File: src/design/hrs_pkg.sv
// ----------------------------------------------------------------------------
// hrs_pkg
// Shared types, constants and the usage-to-set-1 lookup for the HID report
// to scan code translator.
// ----------------------------------------------------------------------------
`default_nettype none

package hrs_pkg;

  // number of key usage slots in a boot report, and how many are honored
  localparam int SLOT_MAX  = 6;
  localparam int KEY_SLOTS = 6;

  localparam logic [7:0] BREAK_BIT = 8'h80;

  localparam logic [7:0] LCTRL_MAKE  = 8'h1D;
  localparam logic [7:0] LCTRL_BREAK = 8'h9D;
  localparam logic [7:0] LSHFT_MAKE  = 8'h2A;
  localparam logic [7:0] LSHFT_BREAK = 8'hAA;
  localparam logic [7:0] LALT_MAKE   = 8'h38;
  localparam logic [7:0] LALT_BREAK  = 8'hB8;

  typedef enum logic [1:0] {
    STAT_NONE  = 2'd0,
    STAT_CODE  = 2'd1,
    STAT_NODEV = 2'd2
  } status_t;

  typedef logic [SLOT_MAX-1:0][7:0] slots_t;

  // HID keyboard usage to set 1 make code; unmapped usages give 0
  function automatic logic [7:0] usage_to_set1(input logic [7:0] usage);
    logic [7:0] code;
    unique case (usage)
      8'h04: code = 8'h1E;  8'h05: code = 8'h1F;  8'h06: code = 8'h20;
      8'h07: code = 8'h21;  8'h08: code = 8'h22;  8'h09: code = 8'h23;
      8'h0A: code = 8'h24;  8'h0B: code = 8'h25;  8'h0C: code = 8'h26;
      8'h0D: code = 8'h27;  8'h0E: code = 8'h28;  8'h0F: code = 8'h29;
      8'h10: code = 8'h2A;  8'h11: code = 8'h2B;  8'h12: code = 8'h2C;
      8'h13: code = 8'h2D;  8'h14: code = 8'h2E;  8'h15: code = 8'h2F;
      8'h16: code = 8'h30;  8'h17: code = 8'h31;  8'h18: code = 8'h32;
      8'h19: code = 8'h33;  8'h1A: code = 8'h34;  8'h1B: code = 8'h35;
      8'h1C: code = 8'h36;  8'h1D: code = 8'h37;  8'h1E: code = 8'h01;
      8'h1F: code = 8'h03;  8'h20: code = 8'h05;  8'h21: code = 8'h07;
      8'h22: code = 8'h09;  8'h23: code = 8'h0B;  8'h24: code = 8'h0D;
      8'h25: code = 8'h0F;  8'h26: code = 8'h11;  8'h27: code = 8'h13;
      8'h28: code = 8'h1C;  8'h29: code = 8'h01;  8'h2A: code = 8'h0E;
      8'h2B: code = 8'h0F;  8'h2C: code = 8'h2C;  8'h2D: code = 8'h2D;
      8'h2E: code = 8'h01;  8'h2F: code = 8'h10;  8'h30: code = 8'h11;
      8'h31: code = 8'h12;  8'h32: code = 8'h13;  8'h33: code = 8'h17;
      8'h34: code = 8'h18;  8'h35: code = 8'h19;  8'h36: code = 8'h15;
      8'h37: code = 8'h2E;  8'h38: code = 8'h1A;  8'h39: code = 8'h3A;
      8'h3A: code = 8'h3E;  8'h3B: code = 8'h3C;  8'h3C: code = 8'h3D;
      8'h3D: code = 8'h3F;  8'h3E: code = 8'h41;  8'h3F: code = 8'h42;
      8'h40: code = 8'h43;  8'h41: code = 8'h44;  8'h42: code = 8'h45;
      8'h43: code = 8'h46;  8'h44: code = 8'h57;  8'h45: code = 8'h58;
      8'h46: code = 8'h37;  8'h47: code = 8'h48;  8'h48: code = 8'h49;
      8'h49: code = 8'h4A;  8'h4A: code = 8'h4B;  8'h4B: code = 8'h51;
      8'h4C: code = 8'h4D;  8'h4D: code = 8'h4E;  8'h4E: code = 8'h4C;
      8'h4F: code = 8'h50;  8'h50: code = 8'h4F;  8'h51: code = 8'h52;
      8'h52: code = 8'h53;  8'h53: code = 8'h47;  8'h54: code = 8'h4B;
      8'h55: code = 8'h4C;  8'h56: code = 8'h4D;  8'h57: code = 8'h47;
      8'h58: code = 8'h49;  8'h59: code = 8'h51;  8'h5A: code = 8'h4F;
      8'h5B: code = 8'h50;  8'h5C: code = 8'h51;  8'h5D: code = 8'h52;
      8'h5E: code = 8'h4F;  8'h5F: code = 8'h50;  8'h60: code = 8'h51;
      8'h61: code = 8'h52;  8'h62: code = 8'h53;  8'h63: code = 8'h4A;
      8'h64: code = 8'h56;  8'h65: code = 8'h5B;  8'h87: code = 8'h47;
      8'h89: code = 8'h4F;  8'h8A: code = 8'h50;  8'h8B: code = 8'h51;
      8'h8C: code = 8'h52;  8'h8D: code = 8'h53;
      default: code = 8'h00;
    endcase
    return code;
  endfunction

endpackage

`default_nettype wire

File: src/design/hid_report_to_scancode_top.sv
// ----------------------------------------------------------------------------
// hid_report_to_scancode_top
// Boot keyboard report to set 1 scan code translator, one word per report.
// ----------------------------------------------------------------------------
// Each accepted 8-byte report produces exactly one result word, which reaches
// the result port through the input register, then the result register; a
// new report is taken every cycle while the result side keeps up. The report
// is compared with the previously stored one: an unchanged report gives
// status 0, otherwise the lowest changed modifier among ctrl/shift/alt gives
// its make or break code, else the first newly pressed key its make code,
// else the first released key its break code (status 1), else status 0. With
// keyboard_present clear every report gives status 2 and leaves the stored
// report alone. Otherwise the stored report is updated as each report moves
// into the result register, so back-to-back reports see their predecessor.
`default_nettype none

module hid_report_to_scancode_top import hrs_pkg::*; (
  input  wire logic       clk,
  input  wire logic       rst_n,

  input  wire logic       cfg_wr_en,
  input  wire logic       cfg_wr_data,

  input  wire logic       in_valid,
  output logic            in_ready,
  input  wire logic [7:0] in_modifier_bits,
  input  wire logic [7:0] in_reserved_byte,
  input  wire logic [7:0] in_key_slot_0,
  input  wire logic [7:0] in_key_slot_1,
  input  wire logic [7:0] in_key_slot_2,
  input  wire logic [7:0] in_key_slot_3,
  input  wire logic [7:0] in_key_slot_4,
  input  wire logic [7:0] in_key_slot_5,

  output logic            out_valid,
  input  wire logic       out_ready,
  output logic [1:0]      out_status,
  output logic [7:0]      out_scan_code
);

  logic       kbd_present_r;

  logic       s1_vld_r;
  logic [7:0] s1_mod_r;
  logic [7:0] s1_res_r;
  slots_t     s1_slots_r;

  logic [7:0] prev_mod_r;
  logic [7:0] prev_res_r;
  slots_t     prev_slots_r;

  logic       out_vld_r;
  status_t    out_status_r;
  logic [7:0] out_code_r;

  logic       advance;
  slots_t     in_slots;
  status_t    res_status;
  logic [7:0] res_code;

  logic                same_rpt;
  logic [2:0]          mod_diff;
  logic [SLOT_MAX-1:0] pressed;
  logic [SLOT_MAX-1:0] released;
  logic [7:0]          press_usage;
  logic [7:0]          rel_usage;
  logic                press_found;
  logic                rel_found;

  assign advance  = !out_vld_r || out_ready;
  assign in_ready = !s1_vld_r || advance;

  // slots beyond KEY_SLOTS are forced empty
  always_comb begin
    in_slots = '0;
    in_slots[0] = in_key_slot_0;
    in_slots[1] = in_key_slot_1;
    in_slots[2] = in_key_slot_2;
    in_slots[3] = in_key_slot_3;
    in_slots[4] = in_key_slot_4;
    in_slots[5] = in_key_slot_5;
    for (int k = 0; k < SLOT_MAX; k++) begin
      if (k >= KEY_SLOTS) begin
        in_slots[k] = 8'h00;
      end
    end
  end

  always_ff @(posedge clk) begin
    if (!rst_n) begin
      kbd_present_r <= 1'b0;
    end else if (cfg_wr_en) begin
      kbd_present_r <= cfg_wr_data;
    end
  end

  always_ff @(posedge clk) begin
    if (!rst_n) begin
      s1_vld_r <= 1'b0;
    end else if (in_ready) begin
      s1_vld_r <= in_valid;
    end
  end

  always_ff @(posedge clk) begin
    if (in_valid && in_ready) begin
      s1_mod_r   <= in_modifier_bits;
      s1_res_r   <= in_reserved_byte;
      s1_slots_r <= in_slots;
    end
  end

  // press / release detection: every slot against every slot of the other report
  always_comb begin
    same_rpt = (s1_mod_r == prev_mod_r) && (s1_res_r == prev_res_r) &&
               (s1_slots_r == prev_slots_r);
    mod_diff = s1_mod_r[2:0] ^ prev_mod_r[2:0];
    for (int k = 0; k < SLOT_MAX; k++) begin
      pressed[k]  = (s1_slots_r[k] != 8'h00);
      released[k] = (prev_slots_r[k] != 8'h00);
      for (int p = 0; p < SLOT_MAX; p++) begin
        if (prev_slots_r[p] == s1_slots_r[k]) begin
          pressed[k] = 1'b0;
        end
        if (s1_slots_r[p] == prev_slots_r[k]) begin
          released[k] = 1'b0;
        end
      end
    end
    press_usage = 8'h00;
    press_found = 1'b0;
    rel_usage   = 8'h00;
    rel_found   = 1'b0;
    for (int k = 0; k < SLOT_MAX; k++) begin
      if (pressed[k] && !press_found) begin
        press_usage = s1_slots_r[k];
        press_found = 1'b1;
      end
      if (released[k] && !rel_found) begin
        rel_usage = prev_slots_r[k];
        rel_found = 1'b1;
      end
    end
  end

  always_comb begin
    res_status = STAT_CODE;
    res_code   = 8'h00;
    priority if (!kbd_present_r) begin
      res_status = STAT_NODEV;
    end else if (same_rpt) begin
      res_status = STAT_NONE;
    end else if (mod_diff[0]) begin
      res_code = s1_mod_r[0] ? LCTRL_MAKE : LCTRL_BREAK;
    end else if (mod_diff[1]) begin
      res_code = s1_mod_r[1] ? LSHFT_MAKE : LSHFT_BREAK;
    end else if (mod_diff[2]) begin
      res_code = s1_mod_r[2] ? LALT_MAKE : LALT_BREAK;
    end else if (press_found) begin
      res_code = usage_to_set1(press_usage);
    end else if (rel_found) begin
      res_code = usage_to_set1(rel_usage) | BREAK_BIT;
    end else begin
      res_status = STAT_NONE;
    end
  end

  always_ff @(posedge clk) begin
    if (!rst_n) begin
      prev_mod_r   <= 8'h00;
      prev_res_r   <= 8'h00;
      prev_slots_r <= '0;
    end else if (s1_vld_r && advance && kbd_present_r) begin
      prev_mod_r   <= s1_mod_r;
      prev_res_r   <= s1_res_r;
      prev_slots_r <= s1_slots_r;
    end
  end

  always_ff @(posedge clk) begin
    if (!rst_n) begin
      out_vld_r <= 1'b0;
    end else if (advance) begin
      out_vld_r <= s1_vld_r;
    end
  end

  always_ff @(posedge clk) begin
    if (s1_vld_r && advance) begin
      out_status_r <= res_status;
      out_code_r   <= res_code;
    end
  end

  assign out_valid     = out_vld_r;
  assign out_status    = out_status_r;
  assign out_scan_code = out_code_r;

endmodule

`default_nettype wire

File: config.mk
export PLATFORM = sky130hd
export DESIGN_NAME = hid_report_to_scancode_top
export DESIGN_NICKNAME = d
export VERILOG_FILES = /design/src/design/hrs_pkg.sv /design/src/design/hid_report_to_scancode_top.sv
export SDC_FILE = /design/constraint.sdc
export NUM_CORES = 1
export LEC_CHECK = 0
export BUFFER_PORTS_ARGS = -buffer_cell sky130_fd_sc_hd__buf_2
export CAP_MARGIN = 20
export CORE_ASPECT_RATIO = 1.4
export CORE_MARGIN = 5
export CORE_UTILIZATION = 59
export DETAILED_ROUTE_END_ITERATION = 8
export PLACE_DENSITY = 0.76
export SLEW_MARGIN = 5
export SYNTH_ARGS = -nofsm -noshare
export SYNTH_HDL_FRONTEND = slang
export SYNTH_SLANG_ARGS = --single-unit
File: constraint.sdc
create_clock -name clk -period 5.7 [get_ports clk]
set_clock_uncertainty 0.2 [all_clocks]
set_input_delay 0.285 -clock clk [delete_from_list [all_inputs] [get_ports clk]]
set_output_delay 0.285 -clock clk [all_outputs]
set_load 0.005 [all_outputs]
[Word level (Yosys, flattened, before mapping)]
Memory sizes are Yosys's and may differ from the RTL's.
Index checks and enable logic that the tools add are counted.
Operators by class
  $add $sub $neg: 0
  $mul: 0
  div/mod/pow operators: 0
  magnitude comparators: 0
  eq/ne operators: 75
  shift-type cells: 0
  mux-type cells: 109
  bitwise gates (word level): 2
  reductions and logical operators: 42
Operators by type and width (number)
  == test 8 bit: 74
  2-to-1 mux 8 bit: 20
  nonzero test 8 bit: 12
  2-to-1 mux 1 bit: 89
  == test 48 bit: 1
  logical AND 1 bit: 15
  logical NOT 1 bit: 12
  XOR 3 bit: 1
  logical OR 1 bit: 2
  OR reduction 2 bit: 1
  inverter 1 bit: 1
Word-level totals
  flip-flop bits (word level): 141
  latch bits: 0
  bits in writable memories: 0
  bits in read-only memories: 3584
  bits of input ports: 70
  output and inout port bits: 12
  logic and storage cells: 252
  memories: 2
Memories
  (name not given): depth 256, bits a word 7, rd ports 1, clocked after memory_dff 0, write ports 0, line hrs_pkg.sv:34  | unique case (usage)
  (name not given): depth 256, bits a word 7, rd ports 1, clocked after memory_dff 0, write ports 0, line hrs_pkg.sv:34

[Logic depth before layout (Yosys ltp)]
An unclocked memory read counts as a cell.
  depth after elaboration: 29
  depth in mapped cells: 20
  gate-level depth less buffers: 17

[Worst setup path after synthesis]
Ideal clock, no wire load.
  path kind: reg-to-reg
  start point: register s1_slots_r[40] (netlist bit)
  end point: register out_code_r[1], in the netlist out_scan_code[1] (data pin)
  setup time: 264 ps
  arrival time: 3962 ps
  data required time: 5236 ps
  slack: 1274 ps
  cell stages (with the launch flop): 19
  period minus slack after synthesis: 4426 ps
  path through: edfxtp_1 buf_2 xor2_1 nor4_2 nand2_1 and4bb_2 and2_4 buf_6 buf_2 or3_1 o221ai_1 a22o_1 inv_1 ha_1 xnor2_1 a21oi_1 o311a_1 o311ai_2 nand3_1
Between the ends
  word-level cells in the longest chain between the ends: 24
  elaborated cells between the ends (all ways): 60
  those cells by class: 13 x eq/ne; 31 x mux; 14 x reduce/logical; 2 x memory
Ends and longest elaborated chain
  start: declaration: line hid_report_to_scancode_top.sv:46  | slots_t s1_slots_r;
  start signal: assignment: line hid_report_to_scancode_top.sv:109  | s1_slots_r <= in_slots;
  == test 8 bit: line hid_report_to_scancode_top.sv:122, hid_report_to_scancode_top.sv:125
  2-to-1 mux 1 bit: line hid_report_to_scancode_top.sv:125  | if (s1_slots_r[p] == prev_slots_r[k]) begin
  2-to-1 mux 1 bit: line hid_report_to_scancode_top.sv:139  | if (released[k] && !rel_found) begin
  logical NOT 1 bit: line hid_report_to_scancode_top.sv:139
  logical AND 1 bit: line hid_report_to_scancode_top.sv:139
  2-to-1 mux 1 bit: line hid_report_to_scancode_top.sv:139
  logical NOT 1 bit: line hid_report_to_scancode_top.sv:139
  logical AND 1 bit: line hid_report_to_scancode_top.sv:139
  [... 8 more ...]
  logical AND 1 bit: line hid_report_to_scancode_top.sv:139
  2-to-1 mux 8 bit: line hid_report_to_scancode_top.sv:139
  memory read (256 x 7 bit)
  2-to-1 mux 8 bit: line hid_report_to_scancode_top.sv:161  | end else if (rel_found) begin
  2-to-1 mux 8 bit: line hid_report_to_scancode_top.sv:159  | end else if (press_found) begin
  2-to-1 mux 8 bit: line hid_report_to_scancode_top.sv:157  | end else if (mod_diff[2]) begin
  2-to-1 mux 8 bit: line hid_report_to_scancode_top.sv:155  | end else if (mod_diff[1]) begin
  2-to-1 mux 8 bit: line hid_report_to_scancode_top.sv:153  | end else if (mod_diff[0]) begin
  end signal: assignment: line hid_report_to_scancode_top.sv:191  | out_code_r <= res_code;
  end: declaration: line hid_report_to_scancode_top.sv:54  | logic [7:0] out_code_r;
Parallel ways exist; a longest one is shown, timed or not.
A chain may end at the register's enable or synchronous reset.

[Worst setup path in the final report]
  start point: register prev_slots_r[1] (netlist bit)
  end point: register out_code_r[3], in the netlist out_scan_code[3] (data pin)
Between the ends
  word-level cells in the longest chain between the ends: 29
  elaborated cells between the ends (all ways): 109
  those cells by class: 13 x eq/ne; 71 x mux; 23 x reduce/logical; 2 x memory
Ends and longest elaborated chain
  start: declaration: line hid_report_to_scancode_top.sv:50  | slots_t prev_slots_r;
  start signal: assignment: line hid_report_to_scancode_top.sv:176  | prev_slots_r <= s1_slots_r;
  == test 8 bit / nonzero test 8 bit (equally long branches): line hid_report_to_scancode_top.sv:122, hid_report_to_scancode_top.sv:125, hid_report_to_scancode_top.sv:120
  2-to-1 mux 1 bit (6 in series): line hid_report_to_scancode_top.sv:125
  2-to-1 mux 1 bit: line hid_report_to_scancode_top.sv:139
  logical NOT 1 bit: line hid_report_to_scancode_top.sv:139
  logical AND 1 bit: line hid_report_to_scancode_top.sv:139
  2-to-1 mux 1 bit: line hid_report_to_scancode_top.sv:139
  logical NOT 1 bit: line hid_report_to_scancode_top.sv:139
  logical AND 1 bit: line hid_report_to_scancode_top.sv:139
  [... 8 more ...]
  logical AND 1 bit: line hid_report_to_scancode_top.sv:139
  2-to-1 mux 8 bit: line hid_report_to_scancode_top.sv:139
  memory read (256 x 7 bit)
  2-to-1 mux 8 bit: line hid_report_to_scancode_top.sv:161
  2-to-1 mux 8 bit: line hid_report_to_scancode_top.sv:159
  2-to-1 mux 8 bit: line hid_report_to_scancode_top.sv:157
  2-to-1 mux 8 bit: line hid_report_to_scancode_top.sv:155
  2-to-1 mux 8 bit: line hid_report_to_scancode_top.sv:153
Parallel ways exist; a longest one is shown, timed or not.

==> impl_metrics.ini <==
[status]
outcome = completed

[hold_path]
hold_class = in2reg

[grt]
grt_pass1_vias = 12177
grt_max_degree = 68
grt_usage_pct = 38.3
grt_pass1_wl_mm = 72.1
grt-ovfl-total = 0
grt_antenna_before_repair = 0

[synthesis]
ys_seq_area_share_pct = 27.8
syn_nets = 1597
async_flop_share_pct = 0
syn_inst = 1505
synth_area_um2 = 12800
syn_avg_cell_area_um2 = 8.53
synthDistinctLibCells = 102
synth_edf_count = 74
yosysWarnings = 0
ys.flop_type = edfxtp_1
yosys_register_bits = 141

[flow_run]
cap_violations = 0

[timing]
drv_slew = 0
finalHoldViolations = 0
min_period_ns = 5.36
max_slew.worst_pin.slew_ns = 0.816
fmax_mhz = 186
rsz0062_at_grt = false
setup_viol = 0
tns_ns = 0
relSlewSlack_pct = 45.6
min_period_over_period_pct = 94.1
fin_ws_ns = 0.336

[routing]
drt_first_pass_iters = 6
wl_mm = 47.8
final_antenna_net_count = 0
num_vias = 12420
drtIter0Drc = 1191
post-route-drc-count = 0
viasPerCell = 6.63
wl_per_cell_um = 25.5

[layout]
nNetsFinal = 1687
num_antenna_cells = 0
syn_to_final_growth_pct = 12.8
mostFrequentLayoutCells = nand2_1, xor2_1, xnor2_1
layout_commonest_cell = nand2_1
drive_gt1_share_pct = 14.7

[power_and_ir_drop]
ir_drop_uv = 224
power.leakage_uw = 0.00557
powerDensity_nw_per_um2 = 232

[clocking]
cts_buffer_depth = 2
cts.sinks = 141
numCtsBuffers = 17
clk_latency_ns = 0.45
cts.reportedPaths.clkPinSlew_ns = 0.07
cts_tree = yes
h-tree-depth = 4
cts_root_buf = clkbuf_16
post_cts_buffers = 0

[critical_path]
end_kind = flip-flop
worst_ep_required_time_ns = 5.69
startpoint_type = flip-flop
path_class = reg2reg
worstPathMaxFanout = 10
arrival_ns = 5.36

[die]
die_w_um = 135
start_util_pct = 59.4
fp.dieH_um = 185
core-area_um2 = 21600
rows = 64
io-pin-count = 82
die_area_um2 = 24900

[placed_design]
gp_congestion = 1.08
dp_hpwl_mm = 33.0
dpl_worst_slack_ns = 0.405
io_buffers = 81
==> synthesized netlist by cell type, drive strengths merged (14+ instances only) <==
cell type | number | area, um^2
o211ai | 14 | 105
a21boi | 65 | 488
edfxtp | 74 | 2220
xor2 | 172 | 1510
ha | 22 | 275
nand3 | 29 | 145
nand2 | 214 | 816
clkbuf | 28 | 105
a21oi | 31 | 155
o21ai | 32 | 164
nor4 | 71 | 450
inv | 39 | 146
mux2i | 29 | 290
a31oi | 14 | 103
xnor2 | 135 | 1180
nor2 | 65 | 246
nand4 | 42 | 263
dfxtp | 67 | 1340
nor3 | 20 | 105
buf | 128 | 875
==> metal layers <==
layer,vias to the layer above,wire (um),global-route usage (%)
met5,-,0,0
met4,0,4550,31.2
met3,254,3790,6.94
met2,777,22100,61.6
met1,5856,17400,44.2
li1,5533,-,-
==> stage by stage <==
stage	instance area, um^2	cells	total power, uW	hold WS, ns	util [%]
final	14500	1872	3370	0.225	67.0
after detailed placement	13200	1771	2190	0.263	61.0
after global placement	13200	1771	2190	0.256	61.0
after global routing	14500	1872	3490	0.230	67.0
after floorplan	12800	1505	1900	0.184	-
after CTS	14500	1871	3330	0.274	66.9
==> kinds of logic (layout without fill, tap and decap cells) <==
kind of cell	Yosys count	after routing	share of synthesized area, %
mux	34	34	2.70
fa+ha+maj	25	25	2.38
simple gates	513	513	19.9
xor+xnor	307	307	20.9
compound gates	290	290	17.6
flops	141	141	27.8
buf+inv	195	298	8.77
==> where the power goes <==
group	switching, uW	internal, uW
Combinational	583	429
Clock	503	617
Sequential	120	1110
Total	1210	2160
==> sequential cells by signal, indices dropped and copies added, names as in the netlist, 2 cells and up <==
signal         flops
prev_slots_r      48
s1_slots_r        48
out_scan_code      8
prev_mod_r         8
prev_res_r         8
s1_mod_r           8
s1_res_r           8
out_status         2
==> worst max-delay path: stages, from the launching register on <==
cell and delay (ns):
dfxtp_1 0.82, xor2_1 0.15, nor4_1 0.32, nand2_1 0.24, and4bb_2 0.35, nand2_1 0.18, o2111ai_1 0.33, nor2_2 0.55
a22o_1 0.25, inv_1 0.13, ha_1 0.26, mux2_2 0.28, nor3_1 0.13, a311oi_1 0.06, buf_4 0.15, o41ai_1 0.44
buf_4 0.18, a31oi_1 0.07
==> timing repair <==
action,4_1_cts,5_1_grt
gates resized for setup,0,2
hold endpoints to repair,67,0
hold buffers,68,0
endpoints found under the setup margin,0,3
==> final cells by class <==
class	count	area [um^2]
Inverter	39	146
Clock buffer	17	425
Timing Repair Buffer	227	1700
Fill cell	1747	7140
Multi-Input combinational cell	1169	8160
Tap cell	264	330
Sequential cell	141	3560
Clock inverter	15	158
==> worst paths after layout <==
| path | startpoint | endpoint | slack (ns) | cells past startpoint |
|---|---|---|---|---|
| worst max-delay path | prev_slots_r[1] | out_scan_code[3] | 0.34 | 17 |
| worst min-delay path | rst_n | prev_slots_r[12] | 0.23 | 2 |
| worst max register to register | prev_slots_r[1] | out_scan_code[3] | 0.34 | 17 |
| worst min register to register | prev_slots_r[21] | prev_slots_r[21] | 0.27 | 2 |
No activity file was read; power rests on OpenSTA's default activity.
